==> config.mk <==
export PLATFORM = sky130hd
export DESIGN_NAME = tccs_ctrl
export DESIGN_NICKNAME = d
export VERILOG_FILES = /design/src/sv/tccs_pkg.sv /design/src/sv/tccs_ctrl.sv
export SDC_FILE = /design/constraint.sdc
export NUM_CORES = 1
export LEC_CHECK = 0
export ABC_AREA = 1
export BUFFER_PORTS_ARGS = -buffer_cell sky130_fd_sc_hd__buf_2
export CORE_AREA = 2 2 39 41
export DETAILED_ROUTE_END_ITERATION = 10
export DIE_AREA = 0 0 41 43
export GPL_ROUTABILITY_DRIVEN = 0
export HOLD_SLACK_MARGIN = 0.15
export SYNTH_ARGS = -nofsm -noshare
export SYNTH_HDL_FRONTEND = slang
export SYNTH_SLANG_ARGS = --single-unit
==> constraint.sdc <==
create_clock -name clk -period 1.3 [get_ports clk]
set_input_delay 0.195 -clock clk [delete_from_list [all_inputs] [get_ports clk]]
set_output_delay 0.195 -clock clk [all_outputs]
set_load 0.005 [all_outputs]
==> src/sv/tccs_pkg.sv <==
// ----------------------------------------------------------------------------
// tccs_pkg
// Shared types and constants of the text console with cursor and scroll.
// ----------------------------------------------------------------------------
package tccs_pkg;

  localparam int COLUMNS = 80;
  localparam int ROWS    = 25;
  localparam int CELLS   = COLUMNS * ROWS;

  localparam int FUNC_W = 2;
  localparam int CHAR_W = 8;
  localparam int ATTR_W = 8;
  localparam int COL_W  = 7;
  localparam int ROW_W  = 5;
  localparam int ADDR_W = 11;
  localparam int CELL_W = ATTR_W + CHAR_W;

  localparam logic [ATTR_W-1:0] ATTR_RESET = 8'h0F;

  localparam logic [FUNC_W-1:0] FUNC_PUT   = 2'd0;
  localparam logic [FUNC_W-1:0] FUNC_CLEAR = 2'd1;
  localparam logic [FUNC_W-1:0] FUNC_SET   = 2'd2;
  localparam logic [FUNC_W-1:0] FUNC_READ  = 2'd3;

  localparam logic [CHAR_W-1:0] CH_NEWLINE   = 8'd10;
  localparam logic [CHAR_W-1:0] CH_RETURN    = 8'd13;
  localparam logic [CHAR_W-1:0] CH_BACKSPACE = 8'd8;

  typedef struct packed {
    logic load;
    logic exec;
    logic copy;
    logic blank;
    logic res_load;
  } tccs_cmd_t;

  typedef struct packed {
    logic [FUNC_W-1:0] func;
    logic              scroll;
    logic              copy_last;
    logic              blank_last;
  } tccs_sts_t;

endpackage

==> src/sv/tccs_ctrl.sv <==
// ----------------------------------------------------------------------------
// tccs_ctrl
// Sequencer for item execution, scroll copy, blank sweeps and result handoff.
// ----------------------------------------------------------------------------
module tccs_ctrl import tccs_pkg::*; (
  input  logic      clk,
  input  logic      rst_n,
  input  logic      in_valid,
  output logic      in_ready,
  output logic      out_valid,
  input  logic      out_ready,
  output tccs_cmd_t cmd,
  input  tccs_sts_t sts
);

  localparam logic [2:0] ST_IDLE  = 3'd0;
  localparam logic [2:0] ST_EXEC  = 3'd1;
  localparam logic [2:0] ST_COPY  = 3'd2;
  localparam logic [2:0] ST_BLANK = 3'd3;
  localparam logic [2:0] ST_FIN   = 3'd4;

  logic [2:0] state_r, state_nxt;
  logic       out_valid_r, out_valid_nxt;

  always_comb begin
    cmd           = '0;
    in_ready      = 1'b0;
    state_nxt     = state_r;
    out_valid_nxt = out_valid_r && !out_ready;
    unique case (state_r)
      ST_IDLE: begin
        in_ready = 1'b1;
        if (in_valid) begin
          cmd.load  = 1'b1;
          state_nxt = ST_EXEC;
        end
      end
      ST_EXEC: begin
        cmd.exec = 1'b1;
        unique case (sts.func)
          FUNC_PUT:   state_nxt = sts.scroll ? ST_COPY : ST_FIN;
          FUNC_CLEAR: state_nxt = ST_BLANK;
          default:    state_nxt = ST_FIN;
        endcase
      end
      ST_COPY: begin
        cmd.copy = 1'b1;
        if (sts.copy_last) state_nxt = ST_BLANK;
      end
      ST_BLANK: begin
        cmd.blank = 1'b1;
        if (sts.blank_last) state_nxt = ST_FIN;
      end
      ST_FIN: begin
        if (!out_valid_r || out_ready) begin
          cmd.res_load  = 1'b1;
          out_valid_nxt = 1'b1;
          state_nxt     = ST_IDLE;
        end
      end
      default: state_nxt = ST_IDLE;
    endcase
  end

  always_ff @(posedge clk) begin
    if (!rst_n) begin
      state_r     <= ST_IDLE;
      out_valid_r <= 1'b0;
    end else begin
      state_r     <= state_nxt;
      out_valid_r <= out_valid_nxt;
    end
  end

  assign out_valid = out_valid_r;

  a_accept_exec: assert property (@(posedge clk) disable iff (!rst_n)
    in_valid && in_ready |=> state_r == ST_EXEC)
    else $error("accepted item not executed");

  a_res_free: assert property (@(posedge clk) disable iff (!rst_n)
    cmd.res_load |-> !out_valid_r || out_ready)
    else $error("result overwrites pending item");

  a_copy_blank: assert property (@(posedge clk) disable iff (!rst_n)
    state_r == ST_COPY && sts.copy_last |=> state_r == ST_BLANK)
    else $error("scroll copy not followed by blank line");

endmodule

* Word level (Yosys, flattened, before mapping)
Cells that the tools add are included.
** Storage, ports and cells
- Word-level logic and storage cells :: 35
- Register bits :: 4
- Input bits :: 9
- Output and inout bits :: 7
** Operators by class
- Reductions and logical operators :: 7
- Eq/ne operators :: 9
- Mux-type cells :: 17
** Operator list (number)
- 3-bit 2-to-1 mux :: 5
- 3-bit one-hot mux with 5 select lines :: 1
- 1-bit 2-to-1 mux :: 10
- 2-bit inequality test, second input constant :: 4
- 3-bit by 2-bit == test with 1-bit output, second input constant :: 2
- 3-bit one-hot mux with 2 select lines :: 1
- 4-bit AND reduction :: 1
- 3-bit by 1-bit == test with 1-bit output, second input constant :: 1
- 3-bit == test, second input constant :: 1
- 3-bit logical NOT :: 1
- 2-bit by 1-bit == test with 1-bit output, second input constant :: 1
- 1-bit logical NOT :: 2
- 2-bit logical NOT :: 1
- 1-bit logical AND :: 1
- 1-bit logical OR :: 1

* Longest topological paths before layout
Gate-level depths: netlist of the first run.
- Depth in word-level cells :: 4
- Mapped depth :: 8
- Mapped depth without buffers :: 8

* Least setup slack after synthesis of the first run
No wires, ideal clock.
- Kind :: reg-to-reg
- From :: register state_r[2]
- To :: register state_r[0]
- Data required time :: 1187 ps
- Library setup time :: 113 ps
- Arrival :: 930 ps
- Path buffers :: 1
- Path slack :: 257 ps
- Clock period less this slack :: 1043 ps
- Stages on the path, launching flop included :: 9
- Path through :: dfxtp_1 > buf_4 > inv_1 > nand3_1 > nand2_1 > nor2_2 > nand2_1 > nand2_1 > nor2_1
** On the way
- Cells in the longest elaborated chain, start to end :: 3
- Elaborated cells on any way between the ends :: 11
- Those cells by class :: eq/ne (8); mux (1); reduce/logical (2)
** RTL lines
- from (decl) :: line tccs_ctrl.sv:22 : logic [2:0] state_r, state_nxt;
- from (signal assigned) :: line tccs_ctrl.sv:70 : state_r <= state_nxt;
- 3-bit == test, or another cell as far along :: line tccs_ctrl.sv:30 : unique case (state_r)
- 2-bit inequality test (no line)
- 4-bit AND reduction (no line)
Parallel ways exist; a longest one is shown, timed or not.
A chain may end at the register's enable or synchronous reset.

==> results_dict.tcl, run 1 <==
set metrics [dict create \
    synth_top_cell_by_area "dfxtp_1" \
    report.final.slew_viol_count 0 \
    timing.rr.start "state_r[2]" \
    cp-end-kind "output port" \
    cts_setup_buffers 0 \
    port_buffers 15 \
    hold_end "state_r[0]" \
    drv_cap 0 \
    power.density_nw_per_um2 2020 \
    initial_core_util_pct 21.2 \
    avgSynthCellArea_um2 5.45 \
    syn_to_final_growth_pct 40.4 \
    grt_setup_unrepaired "yes" \
    status "completed" \
    cp.arrival_ps 1040 \
    holdCritStartpoint "rst_n" \
    holdBufCountCts 0 \
    totalWireLength_um 642 \
    h-tree-depth 1 \
    syn_area_um2 294 \
    die-width_um 41 \
    worstPathRequired_ps 1110 \
    drt_iter0_markers 2 \
    dr_total_vias 343 \
    r2r_cells 7 \
    grt_pass1_wl_mm 1.06 \
    drtAntennaViolNets 0 \
    synth_seq_cells 4 \
    via_per_inst 3.94 \
    placed_cells 84 \
    cp_max_fo 7 \
    grt.total_usage_pct 8.95 \
    multiInputGateArea_um2 171 \
    worstSetupStartpoint "state_r[0]" \
    clock-root-buffer "clkbuf_4" \
    peakVddDrop_v 0.000595 \
    setup_tns_ps 0 \
    syn_inst 54 \
    leakage_uw 0.000247 \
    grt_pass1_vias 273 \
    design.die.area_um2 1760 \
    core_um2 1380 \
    path_class "flop to output port" \
    synthTopCellsByArea "dfxtp_1 (27%), nand2_1 (19%), nor2_1 (17%), inv_1 (13%), nor2_2 (6.4%)" \
    ios 16 \
    ys_types 11 \
    cts.sinks 4 \
    use_met2_pct 12.5 \
    period_needed_ps 1230 \
    grt_max_degree 9 \
    final_cells 87 \
    worstSkewPairLatency_ps 230 \
    num_antenna_cells 0 \
    nets 82 \
    fmax_mhz 810 \
    die_h_um 43 \
    clockBufferDepth 2 \
    synth_top_area_share_pct 27.2 \
    num-fill-cells 168 \
    r2r_end "state_r[2]" \
    tightest_slew_ps 220 \
    ys_warn_count 0 \
    rrSetupSlack_ps 160 \
    hp-class "input pin to flop" \
    hold-path-cell-count 3 \
    synth_nets 63 \
    cts_tree "built" \
    antenna_found_initial 0 \
    placed_area_um2 382 \
    register_area_um2 86.3 \
    gr-usage-met1_pct 11.0 \
    placementRows 14 \
    avgRoutedWirePerCell_um 7.38 \
    finalHoldViolations 0 \
    slew_headroom_pct 85.3 \
    grt-ovfl-total 0 \
    seq_area_frac_synth_pct 27.2 \
    crit_path_start_kind "flop" \
    firstDrtPassIters 2 \
    cts_buffers 3 \
    skew_ps 2.85 \
    path_clk_slew_ps 40 \
    setup_viol 0 \
    fin_crit_sh_pct 95.0 \
    grtUsageMet3_pct 4.71 \
    finalInstanceArea_um2 413 \
    drc_errors 0 \
    busiest_layer "met2" \
    dp_hpwl_um 525 \
    drive_gt1_share_pct 35.2 \
]
-- Yosys cell counts --
| cell type | n |
|---|---|
| buf_4 | 1 |
| o21ai_0 | 2 |
| nor3_1 | 1 |
| a21boi_0 | 1 |
| nor2_1 | 13 |
| nand3b_1 | 1 |
| inv_1 | 10 |
| nand3_1 | 3 |
| dfxtp_1 | 4 |
| nand2_1 | 15 |
| nor2_2 | 3 |
-- per-layer routing --
layer | share of wire (%) | vias up | wire [um]
li1 | - | 194 | -
met1 | 48 | 137 | 307
met2 | 43 | 12 | 275
met3 | 9.2 | 0 | 59
met4 | 0 | 0 | 0
met5 | 0 | - | 0
-- metrics by stage --
| step | power, uW | utilization [%] | worst slack [ps] | hold slack [ps] |
|---|---|---|---|---|
| 2_1_floorplan | 544 | - | 257 | 315 |
| 3_3_place_gp | 661 | 27.6 | 62.7 | 461 |
| 3_5_place_dp | 668 | 27.6 | 59.8 | 466 |
| 4_1_cts | 833 | 29.4 | 20.7 | 213 |
| 5_1_grt | 942 | 29.8 | -24.4 | 221 |
| 6_report | 834 | 29.8 | 65.1 | 220 |
-- final cells by class --
type,count,area share (%)
clock buffers,3,5.45
repair buffers,15,18.2
inverters,10,9.09
multi-input cells,39,41.5
well taps,16,4.85
flip-flops and latches,4,20.9
-- sequential cells by signal (all words and copies together) (netlist names) --
signal,flops
out_valid,1
state_r,3
-- repair_timing --
| item | 4_1_cts | 5_1_grt |
|---|---|---|
| endpoints found under the setup margin | 2 | 8 |
| gates resized for setup | 2 | 3 |
| gates cloned | 0 | 0 |
-- cells by family (layout without fill, tap and decap cells) --
kind of cell / count (synthesis) / after routing / share of synthesized area, %
AO/OA/AOI/OAI: 3 / 3 / 5.96
AND/OR/NAND/NOR: 36 / 36 / 51.5
flip-flops: 4 / 4 / 27.2
buffers and inverters: 11 / 28 / 15.3
-- critical path: stages (launching register included) --
cell     delay, ps
dfxtp_4        360
nor2_2         170
nand2_1         90
nor2_1          80
buf_2          110
-- layout by cell type (no fill, tap or decap) --
master    Yosys  final
nand3_1       3      3
dfxtp_1       4      1
nand2_1      15     15
nor3_1        1      1
a21boi_0      1      1
dfxtp_2       0      2
nor2_1       13     12
dfxtp_4       0      1
inv_1        10     10
nor2_2        3      4
buf_2         0     15
nand3b_1      1      1
o21ai_0       2      2
clkbuf_4      0      3
-- where the power goes --
| group | total [uW] | internal [uW] | switching [uW] |
|---|---|---|---|
| logic | 416 | 181 | 235 |
| clock network | 150 | 103 | 47.3 |
| registers | 268 | 185 | 83.2 |
-- how the worst max path moves through the flow --
stage                  to  cells after the start
6_report           cmd[4]                      4
5_1_grt            cmd[4]                      4
4_1_cts            cmd[4]                      4
3_5_place_dp   state_r[2]                      7
3_3_place_gp   state_r[2]                      7
2_1_floorplan  state_r[0]                      8
No activity file was read; power rests on OpenSTA's default activity.
==> run 2: changes to the inputs <==
--- a/config.mk
+++ b/config.mk
@@ -12,6 +12,7 @@
 export DIE_AREA = 0 0 41 43
 export GPL_ROUTABILITY_DRIVEN = 0
 export HOLD_SLACK_MARGIN = 0.15
+export SETUP_SLACK_MARGIN = 0.15
 export SYNTH_ARGS = -nofsm -noshare
 export SYNTH_HDL_FRONTEND = slang
 export SYNTH_SLANG_ARGS = --single-unit
==> run 2 against run 1 <==
Clock skew decreased by 0.89 ps. Register-to-register slack improved by 40 ps. Highest routed layer unchanged. Sequential power is 13% higher. Global-route usage up 0.20 points. Design area is 9.7% higher. Non-clock buffer count grew 1. Critical endpoint is now cmd[0].
==> results_dict.tcl, run 2 (synthesis results as in run 1) <==
set metrics [dict create \
    tightest_slew_ps 203 \
    slowest_stage "dfxtp_4" \
    placementRows 14 \
    worstPathRequired_ps 1110 \
    critical-path-top-delay-family "flip-flops" \
    skew_ps 1.97 \
    initial_core_util_pct 21.2 \
    core_um2 1380 \
    top_register "state_r" \
    placed_cells 84 \
    port_buffers 15 \
    cts_tree "built" \
    path_clk_slew_ps 40 \
    cts_buffers 3 \
    cts.sinks 4 \
    power.density_nw_per_um2 2100 \
    syn_to_final_growth_pct 54.0 \
    status "completed" \
    h-tree-depth 1 \
    clockBufferDepth 2 \
    grt-ovfl-total 0 \
    grt_pass1_vias 271 \
    avgRoutedWirePerCell_um 7.94 \
    final_cells 88 \
    drt_iter0_markers 10 \
    cp-end-kind "output port" \
    final_util_pct 32.7 \
    cp_max_fo 7 \
    grt_pass1_wl_mm 1.10 \
    finalHoldViolations 0 \
    hold-worst-slack_ps 222 \
    crit_path_start_kind "flop" \
    grt.total_usage_pct 9.15 \
    clock-root-buffer "clkbuf_4" \
    grt_setup_unrepaired "yes" \
    totalWireLength_um 699 \
    dp_hpwl_um 525 \
    path_buf_inv 1 \
    dr_total_vias 359 \
    drtAntennaViolNets 0 \
    firstDrtPassIters 4 \
    drv_cap 0 \
    holdBufCountCts 0 \
    slowest_delay_ps 370 \
    path_class "flop to output port" \
    path_cells "nor2_4 > nand2_1 > nor2_1 > buf_2" \
    period_needed_ps 1180 \
    largest_register_ffs 3 \
    num_antenna_cells 0 \
    design.die.area_um2 1760 \
    die_h_um 43 \
    report.final.slew_viol_count 0 \
    via_per_inst 4.08 \
    grt_max_degree 9 \
    layout_commonest_cell "buf_2" \
    fmax_mhz 844 \
    drc_errors 0 \
    die-width_um 41 \
    peakVddDrop_v 0.000688 \
    cp.arrival_ps 990 \
    fin_crit_sh_pct 91.1 \
    setup_tns_ps 0 \
    leakage_uw 0.000259 \
    layout_common_cells "buf_2 (15), nand2_1 (13), nor2_1 (12)" \
    nets 83 \
    ios 16 \
    drive_gt1_share_pct 43.1 \
    slew_headroom_pct 86.3 \
    setup_viol 0 \
    antenna_found_initial 0 \
    worstSkewPairLatency_ps 230 \
    hp-class "input pin to flop" \
]
==> run 2: path summary, 6_finish.rpt <==
| kind | endpoint | slack [ps] | depth (start not counted) | startpoint |
|---|---|---|---|---|
| worst max-delay path | cmd[0] | 120 | 4 | state_r[0] |
| worst min-delay path | state_r[0] | 220 | 3 | rst_n |
| worst max register to register | state_r[1] | 200 | 9 | state_r[0] |
| worst min register to register | state_r[1] | 540 | 2 | state_r[1] |
==> run 2: area by class of cell <==
cell class | instances | area [um2]
fillers | 164 | 931
multi-input cells | 39 | 196
flip-flops and latches | 4 | 91.3
repair buffers | 16 | 82.6
inverters | 10 | 40.0
clock buffers | 3 | 22.5
well taps | 16 | 20.0
==> run 2: stage by stage <==
stage               total power [uW]  instance area [um2]  setup WS (ps)
floorplan                        544                  294            257
global placement                 661                  382           62.7
detailed placement               668                  382           59.8
CTS                              905                  435            100
global route                    1050                  453           48.7
finish                           950                  453            115
==> run 2: power by group <==
part,internal [uW],leakage (uW),switching (uW)
combinational,226,0.000210,270
sequential,195,0.0000349,109
clock,103,0.0000138,47.6
total,523,0.000259,427
==> run 2: timing repair <==
item,4_1_cts,5_1_grt
pin swaps,2,3
buffers inserted,1,0
setup endpoints to repair,9,9
cloned,0,0
resized for setup,10,6
==> run 2: worst reg2reg max path: cells and delay by family, from the launching register on <==
| family | cells | cell delay [ps] |
|---|---|---|
| buffers and inverters | 2 | 170 |
| DFF | 1 | 400 |
| and+or+nand+nor | 7 | 450 |
==> run 2: layer usage <==
metal / track usage [%] / wire, um / vias up
met5: 0 / 0 / -
met2: 11.9 / 340 / 12
met3: 4.71 / 58 / 0
met1: 12.3 / 299 / 150
li1: - / - / 197
met4: 4.00 / 0 / 0
